### src/rtl/core/fvoc_pkg.sv
// Shared types, constants and register indexes of the fractional open circuit voltage controller.
package fvoc_pkg;

  // Sample and timer widths.
  localparam int ADC_BITS   = 12;
  localparam int TIMER_BITS = 16;

  // Field widths fixed by the interface.
  localparam int CYCLE_W   = 6;
  localparam int STRETCH_W = 4;
  localparam int DUTY_W    = 6;
  localparam int CFG_W     = 16;
  localparam int CFG_IDX_W = 2;

  // Duty curve in Q16: gain round(80.0064 * 2^16), offset round(27.78 * 2^16).
  localparam int GAIN_W   = 23;
  localparam int OFFSET_W = 21;
  localparam logic [GAIN_W-1:0]   GAIN_Q16   = 23'd5243299;
  localparam logic [OFFSET_W-1:0] OFFSET_Q16 = 21'd1820590;
  localparam int PROD_W   = ADC_BITS + GAIN_W;
  localparam int DUTY_SHIFT = 16 + ADC_BITS;
  localparam logic [DUTY_W-1:0] DUTY_MAX = '1;

  // Event kinds.
  localparam logic CMD_EDGE  = 1'b0;
  localparam logic CMD_TIMER = 1'b1;

  // Configuration register indexes.
  localparam logic [CFG_IDX_W-1:0] REG_VBAT_LIMIT     = 2'd0;
  localparam logic [CFG_IDX_W-1:0] REG_CYCLE_LIMIT    = 2'd1;
  localparam logic [CFG_IDX_W-1:0] REG_BASE_PERIOD    = 2'd2;
  localparam logic [CFG_IDX_W-1:0] REG_STRETCH_FACTOR = 2'd3;

  // Reset values.
  localparam logic [ADC_BITS-1:0]   VBAT_LIMIT_RST     = 12'd3823;
  localparam logic [CYCLE_W-1:0]    CYCLE_LIMIT_RST    = 6'd20;
  localparam logic [TIMER_BITS-1:0] BASE_PERIOD_RST    = 16'd64000;
  localparam logic [STRETCH_W-1:0]  STRETCH_FACTOR_RST = 4'd6;

  typedef struct packed {
    logic [ADC_BITS-1:0]   vbat_limit;
    logic [CYCLE_W-1:0]    cycle_limit;
    logic [TIMER_BITS-1:0] base_period;
    logic [STRETCH_W-1:0]  stretch_factor;
  } cfg_t;

  typedef struct packed {
    logic                  shutdown_level;
    logic                  falling_edge_select;
    logic                  edge_enable;
    logic [CYCLE_W-1:0]    cycle_count;
    logic [TIMER_BITS-1:0] period_reg;
    logic [DUTY_W-1:0]     duty_reg;
  } ctl_state_t;

endpackage

### src/rtl/core/fvoc_duty.sv
// Fixed point duty curve: duty = trunc(80.0064 * voc / 2^ADC_BITS - 27.78), clamped.
module fvoc_duty (
  input  logic [fvoc_pkg::ADC_BITS-1:0] voc,
  output logic [fvoc_pkg::DUTY_W-1:0]   duty
);

  localparam int SCALED_W = fvoc_pkg::PROD_W - fvoc_pkg::DUTY_SHIFT;

  logic [fvoc_pkg::PROD_W-1:0] pos;
  logic [fvoc_pkg::PROD_W-1:0] neg;
  logic [fvoc_pkg::PROD_W-1:0] diff;
  logic [SCALED_W-1:0]         scaled;

  // Gain product and offset scaled up to the same binary point.
  assign pos = fvoc_pkg::PROD_W'(voc) * fvoc_pkg::PROD_W'(fvoc_pkg::GAIN_Q16);
  assign neg = fvoc_pkg::PROD_W'(fvoc_pkg::OFFSET_Q16) << fvoc_pkg::ADC_BITS;
  assign diff = pos - neg;
  assign scaled = diff[fvoc_pkg::PROD_W-1:fvoc_pkg::DUTY_SHIFT];

  // Negative results clamp to zero, large ones saturate.
  always_comb begin
    if (pos < neg) begin
      duty = '0;
    end else if (scaled > SCALED_W'(fvoc_pkg::DUTY_MAX)) begin
      duty = fvoc_pkg::DUTY_MAX;
    end else begin
      duty = scaled[fvoc_pkg::DUTY_W-1:0];
    end
  end

endmodule

### src/rtl/core/fvoc_core.sv
// Event update: next controller state and timer clear flag for one event.
module fvoc_core (
  input  fvoc_pkg::cfg_t                  cfg,
  input  fvoc_pkg::ctl_state_t            state,
  input  logic                            cmd,
  input  logic [fvoc_pkg::TIMER_BITS-1:0] timer_count,
  input  logic [fvoc_pkg::ADC_BITS-1:0]   vbat_sample,
  input  logic [fvoc_pkg::ADC_BITS-1:0]   voc_sample,
  output fvoc_pkg::ctl_state_t            state_next,
  output logic                            tclear
);

  localparam int STRETCH_PROD_W = fvoc_pkg::STRETCH_W + fvoc_pkg::TIMER_BITS;

  logic [fvoc_pkg::DUTY_W-1:0]  duty_new;
  logic [fvoc_pkg::CYCLE_W:0]   count_inc;
  logic [STRETCH_PROD_W-1:0]    stretched;

  fvoc_duty u_duty (
    .voc  (voc_sample),
    .duty (duty_new)
  );

  // Count grows one bit so that a wrap past the top always exceeds the limit.
  assign count_inc = {1'b0, state.cycle_count} + 1'b1;
  assign stretched = STRETCH_PROD_W'(cfg.stretch_factor) * STRETCH_PROD_W'(timer_count);

  always_comb begin
    state_next = state;
    tclear     = 1'b0;
    unique case (cmd)
      fvoc_pkg::CMD_EDGE: begin
        // Edges are ignored while the comparator is disabled.
        if (state.edge_enable) begin
          if (state.falling_edge_select) begin
            state_next.shutdown_level      = 1'b1;
            state_next.falling_edge_select = 1'b0;
            tclear                         = 1'b1;
          end else begin
            state_next.falling_edge_select = 1'b1;
            if (count_inc > {1'b0, cfg.cycle_limit}) begin
              // Enough charges: stop edges and stretch the period for a measurement.
              state_next.cycle_count = '0;
              state_next.edge_enable = 1'b0;
              state_next.period_reg  = stretched[fvoc_pkg::TIMER_BITS-1:0];
            end else begin
              state_next.cycle_count    = count_inc[fvoc_pkg::CYCLE_W-1:0];
              state_next.shutdown_level = 1'b0;
            end
          end
        end
      end
      fvoc_pkg::CMD_TIMER: begin
        state_next.period_reg = cfg.base_period;
        if (!state.shutdown_level) begin
          state_next.falling_edge_select = 1'b0;
          state_next.shutdown_level      = 1'b1;
        end else if (vbat_sample >= cfg.vbat_limit) begin
          // Battery full: stop charging.
          state_next.edge_enable = 1'b0;
        end else begin
          state_next.duty_reg            = duty_new;
          state_next.shutdown_level      = 1'b0;
          state_next.falling_edge_select = 1'b1;
          state_next.edge_enable         = 1'b1;
        end
      end
      default: begin
        state_next = state;
      end
    endcase
  end

endmodule

### src/rtl/core/fractional_voc_mppt_controller.sv
// Fractional open circuit voltage charge controller: config registers, state and result register.
// A result is registered and appears in the cycle after its event beat is accepted.
// Throughput: one event per cycle unless stalled; single-pass update and one output register set the pace.
// A new event is taken while the output register is empty or being drained in the same cycle.
// Reset (rst, synchronous) restores the config and state registers to their defaults and empties the output.
module fractional_voc_mppt_controller (
  input  logic                                clk,
  input  logic                                rst,
  input  logic                                cfg_write,
  input  logic [fvoc_pkg::CFG_IDX_W-1:0]      cfg_index,
  input  logic [fvoc_pkg::CFG_W-1:0]          cfg_data,
  input  logic                                in_valid,
  output logic                                in_stall,
  input  logic                                cmd,
  input  logic [fvoc_pkg::TIMER_BITS-1:0]     timer_count,
  input  logic [fvoc_pkg::ADC_BITS-1:0]       vbat_sample,
  input  logic [fvoc_pkg::ADC_BITS-1:0]       voc_sample,
  output logic                                out_valid,
  input  logic                                out_stall,
  output logic                                shutdown,
  output logic [fvoc_pkg::DUTY_W-1:0]         duty,
  output logic [fvoc_pkg::TIMER_BITS-1:0]     timer_period,
  output logic                                comparator_enabled,
  output logic                                timer_clear
);

  fvoc_pkg::cfg_t       cfg;
  fvoc_pkg::ctl_state_t state;
  fvoc_pkg::ctl_state_t state_next;
  logic                 tclear;
  logic                 in_fire;

  assign in_stall = out_valid && out_stall;
  assign in_fire  = in_valid && !in_stall;

  // Configuration registers.
  always_ff @(posedge clk) begin
    if (rst) begin
      cfg.vbat_limit     <= fvoc_pkg::VBAT_LIMIT_RST;
      cfg.cycle_limit    <= fvoc_pkg::CYCLE_LIMIT_RST;
      cfg.base_period    <= fvoc_pkg::BASE_PERIOD_RST;
      cfg.stretch_factor <= fvoc_pkg::STRETCH_FACTOR_RST;
    end else if (cfg_write) begin
      unique case (cfg_index)
        fvoc_pkg::REG_VBAT_LIMIT:     cfg.vbat_limit     <= cfg_data[fvoc_pkg::ADC_BITS-1:0];
        fvoc_pkg::REG_CYCLE_LIMIT:    cfg.cycle_limit    <= cfg_data[fvoc_pkg::CYCLE_W-1:0];
        fvoc_pkg::REG_BASE_PERIOD:    cfg.base_period    <= cfg_data[fvoc_pkg::TIMER_BITS-1:0];
        fvoc_pkg::REG_STRETCH_FACTOR: cfg.stretch_factor <= cfg_data[fvoc_pkg::STRETCH_W-1:0];
        default: begin
        end
      endcase
    end
  end

  fvoc_core u_core (
    .cfg         (cfg),
    .state       (state),
    .cmd         (cmd),
    .timer_count (timer_count),
    .vbat_sample (vbat_sample),
    .voc_sample  (voc_sample),
    .state_next  (state_next),
    .tclear      (tclear)
  );

  // Controller state advances on every accepted event beat.
  always_ff @(posedge clk) begin
    if (rst) begin
      state.shutdown_level      <= 1'b0;
      state.falling_edge_select <= 1'b0;
      state.edge_enable         <= 1'b1;
      state.cycle_count         <= fvoc_pkg::CYCLE_W'(1);
      state.period_reg          <= fvoc_pkg::BASE_PERIOD_RST;
      state.duty_reg            <= '0;
    end else if (in_fire) begin
      state <= state_next;
    end
  end

  // Output register valid flag.
  always_ff @(posedge clk) begin
    if (rst) begin
      out_valid <= 1'b0;
    end else if (in_fire) begin
      out_valid <= 1'b1;
    end else if (!out_stall) begin
      out_valid <= 1'b0;
    end
  end

  // Result payload, loaded with the state after the event.
  always_ff @(posedge clk) begin
    if (in_fire) begin
      shutdown           <= state_next.shutdown_level;
      duty               <= state_next.duty_reg;
      timer_period       <= state_next.period_reg;
      comparator_enabled <= state_next.edge_enable;
      timer_clear        <= tclear;
    end
  end

endmodule

### config.mk
export PLATFORM = sky130hd
export DESIGN_NAME = fractional_voc_mppt_controller
export DESIGN_NICKNAME = d
export VERILOG_FILES = /design/src/rtl/core/fvoc_pkg.sv /design/src/rtl/core/fvoc_duty.sv /design/src/rtl/core/fvoc_core.sv /design/src/rtl/core/fractional_voc_mppt_controller.sv
export SDC_FILE = /design/constraint.sdc
export NUM_CORES = 1
export LEC_CHECK = 0
export BUFFER_PORTS_ARGS = -buffer_cell sky130_fd_sc_hd__buf_2
export CORE_MARGIN = 5
export CORE_UTILIZATION = 40
export CTS_CLUSTER_SIZE = 10
export DETAILED_ROUTE_END_ITERATION = 16
export GPL_TIMING_DRIVEN = 1
export HOLD_SLACK_MARGIN = 0.15
export MAX_ROUTING_LAYER = met4
export PLACE_DENSITY = 0.62
export SYNTH_ARGS = -nofsm -noshare
export SYNTH_HDL_FRONTEND = slang
export SYNTH_HIERARCHICAL = 1
export SYNTH_SLANG_ARGS = --single-unit
export TNS_END_PERCENT = 30
### constraint.sdc
create_clock -name clk -period 8.3 [get_ports clk]
set_clock_uncertainty 0.15 [all_clocks]
set_input_delay 1.66 -clock clk [delete_from_list [all_inputs] [get_ports clk]]
set_output_delay 1.66 -clock clk [all_outputs]
set_load 0.005 [all_outputs]
Word-level counts from Yosys, hierarchy flattened
Index checks and enable logic that the tools add are counted.

Input port bits: 64. Logic and storage cells: 65. Bits in registers: 95.

Equal/unequal tests: 6. Reductions and logical operators: 11. Magnitude comparators: 4. Bitwise logic cells: 3. Multiplexer cells: 21. Add/sub/neg operators: 2. $mul: 2.

Operators by type and width (number): two-way mux 6 bit (6); less-than comparator 35 x 33 -> 1 bit, second input constant (1); multiplier 12 x 23 -> 35 bit, second input constant (1); subtractor 35 x 33 -> 35 bit, second input constant (1); one-hot mux 16 bit (2 select lines) (1); two-way mux 25 bit (1); two-way mux 23 bit (1); multiplier 4 x 16 -> 16 bit (1); two-way mux 16 bit (1); >= comparator 12 bit (1); AND reduction 2 bit (4); adder 6 x 1 -> 7 bit, second input constant (1); > comparator 7 x 6 -> 1 bit (1); > comparator 7 x 6 -> 1 bit, second input constant (1); two-way mux 1 bit (7); two-way mux 2 bit (3); one-hot mux 3 bit (2 select lines) (1); equality test 2 bit, second input constant (2); AND reduction 4 bit (1); inequality test 3 bit, second input constant (1); inverter 1 bit (3); AND reduction 3 bit (1); equality test 2 x 1 -> 1 bit, second input constant (1); logical AND 1 bit (2); other kinds (5) (5).

Depth between registers and ports, before layout
Gate-level depths: netlist of run 1.

Depth in word-level cells: 8. Depth in mapped cells: 24. Depth with buffers taken out: 23.

Hierarchy
Netlist of run 1, hierarchy kept.

Modules (own cells, without submodules): fractional_voc_mppt_controller (cells an instance 321, times used 1, area each 3702.3 µm²); fvoc_duty (cells an instance 383, times used 1, area each 3314.4 µm²); fvoc_core (cells an instance 396, times used 1, area each 2900.3 µm²).

Least setup slack after synthesis of run 1
OpenSTA, ideal clock, no wires.

Kind: in2reg. From: input voc_sample[6] in the netlist's numbering. To: register duty[0] in the netlist's numbering, data pin. Data required time: 7887 ps. Path buffers: 0. Setup time: 263 ps. Slack: 1568 ps. Arrival time: 6319 ps. Cell stages on the path: 19. Cells stage by stage: ha_1 > ha_1 > fa_1 > inv_1 > fa_1 > inv_1 > fa_1 > ha_1 > a21oi_1 > o22ai_1 > a211o_1 > a311oi_1 > xor2_1 > nor4_1 > a211oi_4 > o21bai_2 > a31o_4 > maj3_2 > mux2_2.

RTL lines: start: declaration (line fractional_voc_mppt_controller.sv:17) `input logic [fvoc_pkg::ADC_BITS-1:0] voc_sample,`; end signal: assignment (line fractional_voc_mppt_controller.sv:95) `duty <= state_next.duty_reg;`; end: declaration (line fractional_voc_mppt_controller.sv:21) `output logic [fvoc_pkg::DUTY_W-1:0] duty,`.

==> out/qor.txt, run 1 <==
status: complete, no violations
vias in the first global route: 7,567
initial DRC count: 396
clk root buf: clkbuf_16
die width: 167 um
final WL: 22,700 um
r2r setup slk: 4180 ps
first-pass GRT wire length: 38,100 um
Post-route DRC: 0
Initial Utilization: 0.407
Netlist Area Pre-Place: 9920 um^2
share of cells above drive strength 1: 0.131
most flop-heavy register: cfg
Slew headroom: 0.375
worst-path cell chain: buf_2 -> ha_1 -> ha_1 -> fa_1 -> inv_1 -> fa_1 -> inv_1 -> fa_1 -> ha_1 -> a21oi_1 -> o22ai_1 -> a211o_1 -> a311oi_1 -> xor2_1 -> nor4_1 -> a211oi_4 -> o21bai_2 -> a31o_4 -> maj3_2 -> mux2_2 -> nand2b_1 -> mux2i_1
setup violators final: 0
Slew Limit Fails: 0
Detail Route Antenna Nets: 0
largest net degree at the start of global routing: 106
IO buf count: 90
Reg power frac: 0.276
CTS tree: built
worst hold path endpoint: state[10]
syn nets: 1,351
internal power consumption: 0.00109 W
Hold Fails Final Rpt: 0
Final TNS setup: 0 ps
commonest cells after routing, fill and taps aside: ha_1 (138), inv_1 (134), buf_2 (89)
Lkg Pwr: 5.10 nW
num rows: 57
Net Sw Frac: 0.409
Clock Sinks: 95
routability cong.: 0.912
max reg flops: 38
GRT Util Overall: 0.167
CP startpoint kind: input port
Layout fillers: 2,382
Worst path slowest cell: fa_1
reg-to-reg critical path endpoint: state[20]
DIE AREA: 28,000 um^2
minimum clock period: 7010 ps
syn avg cell area: 9.02 um^2
Worst EP arrival: 7060 ps
WHS Path Cells: 2
total CTS buffers: 9
post-CTS setup buffer count: 0
FF/Latch Area: 2150 um^2
worst-path fanout max: 5
Comb pwr share: 0.508
Max-cap violations: 0
leading cell type in the layout, fill and taps excluded: ha_1
vias per std cell: 5.11
final net count: 1,413
IO Pins: 91
Post-CTS Resized: 0
fraction of registers with async set/reset: 0
area of the multi-input gates: 7040 um^2
via count: 7,626
Wirelength per Cell: 15.2 um
worst-margin pin slew: 937 ps
gr ovfl total: 0
hold_sp: state[10]
R2R Path Start: cfg[2]
FF+latch count, synth: 95
clock power share: 0.216
RSZ-0062 raised after global routing: no
HPWL Detailed: 18,300 um
initial antenna violation count: 0
period utilization: 0.844
PwrDens: 170 nW/um^2
area growth from synthesis to layout: 9.45%
Skew-Pair Late Insertion Delay: 350 ps
crit end category: flip-flop
clk slew on worst S/H paths: 70 ps
Die Y: 167 um
CP Data Required Time: 8350 ps
clock buffer depth: 2
number of detailed-route iterations in the first pass: 5
Critical Path Max Stage Delay: 540 ps
final hold slack: 320 ps
VDD IR max: 0.102 mV
r2r worst-path depth: 14
hold buffer count at cts: 0
top_reg_cell synth: dfxtp_1
number of flops mapped to enable cells by yosys: 25
post-synthesis sequential area ratio: 0.217
synthesized instance count: 1,100
H-tree depth: 3
n_diodes: 0
Psw: 0.000754 W
core area: 24,400 um^2
YS warnings: 6
Fmax: 0.143 GHz
biggest registers after layout: cfg (38), state (31), timer_period (16)
crit path kind: in2reg
Worst Hold Class: reg2reg
Synth cell types: 82
routing by layer:
metal	up-vias	wire length [um]	part of all wire	track usage
li1	3876	-	-	-
met1	3607	10300	0.46	0.213
met2	115	11200	0.49	0.284
met3	28	667	0.029	0.0196
met4	0	461	0.020	0.0452
met5	-	0	0	-
cells in the mapped netlist (4+ instances only):
library cell	n	area share
o311ai_1	4	0.0035
fa_1	49	0.099
nand2b_1	81	0.051
nor4_1	4	0.0025
a31oi_1	8	0.0050
a221o_1	6	0.0061
xnor2_1	23	0.020
a211oi_1	6	0.0045
and3_1	5	0.0032
a21o_1	10	0.0076
nor3_1	8	0.0040
nand3b_1	7	0.0053
ha_1	138	0.17
nand2_1	68	0.026
clkbuf_1	19	0.0072
o21a_1	9	0.0068
xor2_1	9	0.0079
buf_2	12	0.0061
and2_1	41	0.026
mux2i_1	70	0.071
edfxtp_1	25	0.076
a211o_1	4	0.0035
o21ai_1	6	0.0030
o211ai_1	6	0.0045
nor2_1	82	0.031
dfxtp_1	70	0.14
buf_6	5	0.0057
nor2b_1	14	0.0088
nand4_1	6	0.0038
inv_1	134	0.051
nand4b_1	10	0.0088
a31o_2	4	0.0035
o21ai_0	29	0.015
buf_4	5	0.0038
a21oi_1	31	0.016
nand3_1	13	0.0066
mux2_2	6	0.0068
metrics by stage:
stage               instance area (um^2)  total power [W]  utilization  instances  worst slack [ps]
floorplan                           9920          0.00125            -       1100              1570
global placement                   10600          0.00145        0.434       1475              1010
detailed placement                 10600          0.00146        0.434       1475               955
CTS                                10900          0.00186        0.445       1491              1340
global route                       10900          0.00200        0.445       1491               897
finish                             10900          0.00184        0.445       1491              1290
final cells by class:
class,count,area share
Clock inverter,5,0.00427
Clock buffer,11,0.0214
Sequential cell,95,0.198
Inverter,134,0.0463
Multi-Input combinational cell,829,0.649
Timing Repair Buffer,93,0.0438
Tap cell,324,0.0373
kinds of logic after synthesis:
group           after synthesis  share of synthesized area
simple gates                365                      0.201
flops                        95                      0.217
fa+ha+maj                   190                      0.276
mux                          76                     0.0775
xor+xnor                     34                     0.0315
compound gates              164                      0.123
buf+inv                     176                     0.0739
worst max-delay path, delay by kind of cell:
kind,cells,cell delay (ps)
AOI/OAI and AO/OA,7,1840
xor gates and xnor gates,1,190
adders and majority gates,7,2570
buffers and inverters,3,260
muxes,2,340
and+or+nand+nor,2,190
power by group through the flow:
stage | Clock (W) | Combinational (W) | Sequential [W]
6_report | 0.000399 | 0.000936 | 0.000509
5_1_grt | 0.000430 | 0.00106 | 0.000513
4_1_cts | 0.000412 | 0.000942 | 0.000510
3_5_place_dp | 0 | 0.000935 | 0.000521
3_3_place_gp | 0 | 0.000932 | 0.000520
2_1_floorplan | 0 | 0.000734 | 0.000515
worst max path at each step:
stage	from	endpoint	depth (start not counted)
3_5_place_dp	voc_sample[6]	state[2]	22
6_report	voc_sample[6]	state[2]	22
5_1_grt	voc_sample[6]	state[4]	22
4_1_cts	voc_sample[6]	state[2]	22
2_1_floorplan	voc_sample[6]	duty[0]	19
3_3_place_gp	voc_sample[6]	state[2]	22
(Power assumes the default switching activity.)
==> run 2, diff against run 1 <==
--- a/config.mk
+++ b/config.mk
@@ -5,6 +5,7 @@
 export SDC_FILE = /design/constraint.sdc
 export NUM_CORES = 1
 export LEC_CHECK = 0
+export ABC_AREA = 1
 export BUFFER_PORTS_ARGS = -buffer_cell sky130_fd_sc_hd__buf_2
 export CORE_MARGIN = 5
 export CORE_UTILIZATION = 40
==> constraint.sdc (replaced) <==
create_clock -name clk -period 7 [get_ports clk]
set_clock_uncertainty 0.15 [all_clocks]
set_input_delay 1.4 -clock clk [delete_from_list [all_inputs] [get_ports clk]]
set_output_delay 1.4 -clock clk [all_outputs]
set_load 0.005 [all_outputs]
==> out/qor.txt, run 2 <==
r2r worst-path depth: 14 (unchanged)
FF+latch count, synth: 95 (unchanged)
top_reg_cell synth: dfxtp_1
Post-CTS Resized: 0 (unchanged)
H-tree depth: 3 (unchanged)
period utilization: 0.879
syn avg cell area: 6.63 um^2 (-26%)
largest net degree at the start of global routing: 59 (-44%)
final net count: 1,967 (+39%)
end of the critical path: state[4]
Max-cap violations: 0 (unchanged)
minimum clock period: 6150 ps
clk root buf: clkbuf_16
Final TNS setup: 0 ps (unchanged)
GRT Util Overall: 0.186 (+0.0184)
final WL: 27,800 um (+23%)
fraction of registers with async set/reset: 0 (unchanged)
worst-path fanout max: 6 (+1)
hold_sp: cfg[31]
leading cell type in the layout, fill and taps excluded: nand2_1
IO buf count: 90 (unchanged)
Wirelength per Cell: 13.5 um (-11%)
CTS tree: built
most frequent cell after synthesis: nand2_1
Fmax: 0.162 GHz
RSZ-0062 raised after global routing: no
IO Pins: 91 (unchanged)
syn nets: 1,900 (+41%)
worst-margin pin slew: 973 ps (+36.3 ps)
post-synth top area cell: nand2_1
crit path launch: voc_sample[10]
DIE AREA: 30,800 um^2 (+9.7%)
YS warnings: 6 (unchanged)
Lkg Pwr: 6.97 nW (+37%)
Met1 Wirelength: 13,900 um (+34%)
Post-route DRC: 0 (unchanged)
r2r setup slk: 3130 ps (-1050 ps)
post-CTS setup buffer count: 0 (unchanged)
Initial Utilization: 0.406 (-0.000691)
Die Y: 175 um (+4.7%)
CP Data Required Time: 7140 ps (-1210 ps)
vias per std cell: 4.80 (-6.1%)
share of cells above drive strength 1: 0.117 (-0.0143)
Clock Sinks: 95 (unchanged)
Layout fillers: 2,835 (+19%)
vias in the first global route: 9,333 (+23%)
Synth cell types: 48 (-41%)
initial antenna violation count: 3 (+3)
post-synthesis sequential area ratio: 0.197 (-0.0203)
Detail Route Antenna Nets: 0 (unchanged)
number of detailed-route iterations in the first pass: 5 (unchanged)
synth cell count leaders: nand2_1 (471), inv_1 (322), nor2_1 (164)
VDD IR max: 0.109 mV (+5.9%)
routability cong.: 0.956 (+4.8%)
via count: 9,918 (+30%)
Worst Hold Class: reg2reg
Netlist Area Pre-Place: 10,900 um^2 (+10%)
metal2 WL: 12,200 um (+8.8%)
Hold Fails Final Rpt: 0 (unchanged)
total CTS buffers: 9 (unchanged)
HPWL Detailed: 22,800 um (+25%)
Layout Utilization: 0.444 (-0.00123)
area growth from synthesis to layout: 9.33%
crit path kind: in2reg
synthesized instance count: 1,649 (+50%)
first-pass GRT wire length: 46,000 um (+21%)
Slew Limit Fails: 0 (unchanged)
Skew-Pair Late Insertion Delay: 340 ps (about the same)
Synth area leaders: nand2_1 (16%), ha_1 (16%), dfxtp_1 (13%)
most used cell, CP: nand2_1
status: complete, no violations
crit end category: flip-flop
gr ovfl total: 0 (unchanged)
R2R Path Start: cfg[3]
Worst EP arrival: 6290 ps (-770 ps)
commonest cells after routing, fill and taps aside: nand2_1 (471), inv_1 (322), nor2_1 (164)
initial DRC count: 681 (+72%)
setup violators final: 0 (unchanged)
clock buffer depth: 2 (unchanged)
CP startpoint kind: input port
max layer used: met4
reg-to-reg critical path endpoint: state[16]
PwrDens: 217 nW/um^2 (+28%)
number of flops mapped to enable cells by yosys: 25 (unchanged)
die width: 175 um (+4.7%)
biggest registers after layout: cfg (38), state (31), timer_period (16)
num rows: 60 (+5.3%)
Critical Path Max Stage Delay: 490 ps (-50 ps)
met3 wire length: 1360 um (+100%)
core area: 27,000 um^2 (+10%)
hold buffer count at cts: 0 (unchanged)
max reg flops: 38 (unchanged)
Slew headroom: 0.350 (-0.0251)
share of the synthesized area in the top cell type: 0.162 (-0.0125)
clk slew on worst S/H paths: 70 ps (about the same)
Worst path slowest cell: fa_1
most flop-heavy register: cfg
[run 2: changes by cell type in the layout (fill, tap and decap cells not counted), moves of 69 or more]
| cell | delta |
|---|---|
| inv_1 | +188 |
| mux2i_1 | -69 |
| nand2_1 | +403 |
| nand2b_1 | -81 |
| nand3_1 | +103 |
| nor2_1 | +82 |
[run 2: area by class of cell]
class                      count  area, um^2  share of cell area
clock buffer                   9         225              0.0188
sequential                    95        2150               0.180
inverter                     339        1280               0.107
clock inverter                 7        76.3             0.00638
multi-input combinational   1180        7330               0.613
antenna                        4        10.0            0.000837
timing repair buffer          91         458              0.0383
tap                          341         427              0.0357
[run 2: where the power goes]
group,internal (W),total (W),switching (W)
clock network,0.000281,0.000500,0.000219
registers,0.000611,0.000639,0.0000285
logic,0.000507,0.00145,0.000945
[run 2: logic make-up (layout without fill, tap and decap cells)]
family                   after synthesis  count (layout)  synth area share
adder cells (fa/ha/maj)              187             187             0.248
buffers and inverters                374             446             0.133
flip-flops                            95              95             0.197
other                                  0               4                 0
AND/OR/NAND/NOR                      862             862             0.350
AO/OA/AOI/OAI                        117             117            0.0620
multiplexers                           1               1          0.000915
XOR/XNOR                              13              13            0.0104
[run 2: how the worst min path moves through the flow]
stage / endpoint / slack (ps) / depth (start not counted)
6_report: cfg[31] / 310 / 2
3_5_place_dp: cfg[31] / 300 / 2
2_1_floorplan: cfg[22] / 280 / 2
5_1_grt: cfg[36] / 340 / 2
3_3_place_gp: state[20] / 290 / 2
4_1_cts: cfg[31] / 310 / 2
[run 2: per-layer routing]
layer  global-route usage  up-vias
met4               0.0373        0
li1                     -     5217
met1                0.257     4492
met5                    -        -
met2                0.292      188
met3               0.0271       21
[run 2: through the flow]
stage / hold slack [ps] / setup slack, ps / total power [W] / cells / instance area (um^2)
floorplan: 279 / 1260 / 0.00175 / 1649 / 10900
global placement: 289 / 562 / 0.00209 / 2046 / 11600
detailed placement: 296 / 494 / 0.00211 / 2046 / 11600
CTS: 314 / 847 / 0.00262 / 2062 / 12000
global route: 336 / 365 / 0.00286 / 2065 / 12000
finish: 310 / 845 / 0.00259 / 2066 / 12000
[run 2: worst max-delay path, delay by kind of cell]
family	cells	cell delay [ps]
and+or+nand+nor	17	1830
adders and majority gates	6	2030
AOI/OAI and AO/OA	3	600
buffers and inverters	5	410
==> run 3, diff against run 2 <==
--- a/config.mk
+++ b/config.mk
@@ -15,6 +15,7 @@
 export HOLD_SLACK_MARGIN = 0.15
 export MAX_ROUTING_LAYER = met4
 export PLACE_DENSITY = 0.62
+export RECOVER_POWER = 100
 export SYNTH_ARGS = -nofsm -noshare
 export SYNTH_HDL_FRONTEND = slang
 export SYNTH_HIERARCHICAL = 1
==> out/qor.txt, run 3 (synthesis gave the netlist of run 2 again) <==
status: finished with violations
failing checks: max-capacitance violations, max-slew violations
hold buffer count at cts: 0 (unchanged)
worst-path fanout max: 6 (unchanged)
final hold slack: 309 ps (-0.968 ps)
CTS tree: built
final net count: 1,967 (unchanged)
critical path's top delay family: adder cells
Detail Route Antenna Nets: 0 (unchanged)
DIE AREA: 30,800 um^2 (unchanged)
r2r setup slk: 2990 ps (-140 ps)
initial antenna violation count: 3 (unchanged)
clk root buf: clkbuf_16
worst-margin pin slew: 2680 ps (+1710 ps)
crit end category: flip-flop
share of cells above drive strength 1: 0.0936 (-0.0232)
post-CTS setup buffer count: 0 (unchanged)
final WL: 27,900 um (+0.39%)
number of detailed-route iterations in the first pass: 5 (unchanged)
Initial Utilization: 0.406 (unchanged)
Critical Path Max Stage Delay: 490 ps (about the same)
Hold Fails Final Rpt: 0 (unchanged)
PwrDens: 217 nW/um^2 (+0.33%)
setup violators final: 0 (unchanged)
minimum clock period: 6220 ps (+61.2 ps)
HPWL Detailed: 22,800 um (unchanged)
initial DRC count: 652 (-4.3%)
first-pass GRT wire length: 46,000 um (unchanged)
crit path kind: in2reg
period utilization: 0.888 (+0.00875)
IO Pins: 91 (unchanged)
total CTS buffers: 9 (unchanged)
WP depth: 29 (-6.5%)
routability cong.: 0.956 (unchanged)
end of the critical path: state[3]
Wirelength per Cell: 13.5 um (+0.39%)
Worst EP arrival: 6340 ps (+50 ps)
Die Y: 175 um (unchanged)
r2r worst-path depth: 15 (+1)
die width: 175 um (unchanged)
Final TNS setup: 0 ps (unchanged)
RSZ-0062 raised after global routing: no
Slew headroom: -0.787 (-1.14)
most used cell, CP: nand2_1
Worst path slowest cell: fa_1
biggest registers after layout: cfg (38), state (31), timer_period (16)
vias per std cell: 4.80 (about the same)
Max-cap violations: 3 (+3)
gr ovfl total: 0 (unchanged)
largest net degree at the start of global routing: 59 (unchanged)
reg-to-reg critical path endpoint: state[21]
most flop-heavy register: cfg
Buf/Inv on CP: 4 (-1)
leading cell type in the layout, fill and taps excluded: nand2_1
Fmax: 0.161 GHz (-0.99%)
Lkg Pwr: 6.90 nW (-0.96%)
VDD IR max: 0.108 mV (-0.57%)
clk slew on worst S/H paths: 70 ps (about the same)
area growth from synthesis to layout: 8.46%
Clock Sinks: 95 (unchanged)
CP startpoint kind: input port
num rows: 60 (unchanged)
max reg flops: 38 (unchanged)
vias in the first global route: 9,333 (unchanged)
commonest cells after routing, fill and taps aside: nand2_1 (475), inv_1 (324), nor2_1 (164)
via count: 9,915 (-0.030%)
R2R Path Start: cfg[3]
Post-CTS Resized: 0 (unchanged)
Post-route DRC: 0 (unchanged)
GRT Util Overall: 0.186 (unchanged)
IO buf count: 90 (unchanged)
CP Data Required Time: 7130 ps (about the same)
core area: 27,000 um^2 (unchanged)
clock buffer depth: 2 (unchanged)
Slew Limit Fails: 140 (+140)
crit path launch: voc_sample[10]
Worst Hold Class: reg2reg
H-tree depth: 3 (unchanged)
Skew-Pair Late Insertion Delay: 340 ps (about the same)
[run 3: cell count changes in the layout (fill, tap and decap cells not counted), sizes merged]
cell,delta
buf,-20
clkbuf,+20
[run 3: how the worst min path moves through the flow]
stage,endpoint,slack (ps),cells past startpoint,startpoint
final,cfg[31],310,2,cfg[31]
after global routing,cfg[36],340,2,cfg[36]
after CTS,cfg[31],310,2,cfg[31]
after detailed placement,cfg[31],300,2,cfg[31]
after global placement,state[20],290,2,state[20]
after floorplan,cfg[22],280,2,cfg[22]
[run 3: final cells by class]
cell class	instances	area (um^2)
fill	2858	15100
sequential	95	2150
timing repair buffer	91	429
tap	341	427
clock buffer	9	225
clock inverter	7	76.3
multi-input combinational	1180	7270
inverter	339	1280
antenna	4	10.0
[run 3: layer usage]
layer	track usage	part of all wire
met4	0.0373	0.013
met5	-	0
met1	0.257	0.50
met2	0.292	0.44
met3	0.0271	0.053
[run 3: through the flow]
stage	instances	instance area [um^2]	total power, W	setup WS (ps)	util
5_1_grt	2065	11900	0.00285	195	0.440
3_3_place_gp	2046	11600	0.00209	562	0.432
3_5_place_dp	2046	11600	0.00211	494	0.432
2_1_floorplan	1649	10900	0.00175	1260	-
6_report	2066	11900	0.00258	784	0.440
4_1_cts	2062	12000	0.00262	847	0.443
[run 3: worst register-to-register path, stage by stage, from the launching register on]
cell and delay [ps]:
dfxtp_1 750, nand2_1 180, fa_1 540, fa_1 610, inv_1 60, ha_1 290, nand2_1 50, nor3_1 350
nor2_1 130, nor2_1 110, nor2_1 50, nand2_1 50, nand3_1 120, a21oi_1 230, nand3_1 100, nand3_1 150
[run 3: where the power goes]
group          total, W  internal, W  switching (W)  leakage, nW
clock          0.000501     0.000281       0.000220        0.150
combinational   0.00144     0.000502       0.000937         5.93
sequential     0.000640     0.000611      0.0000290        0.819
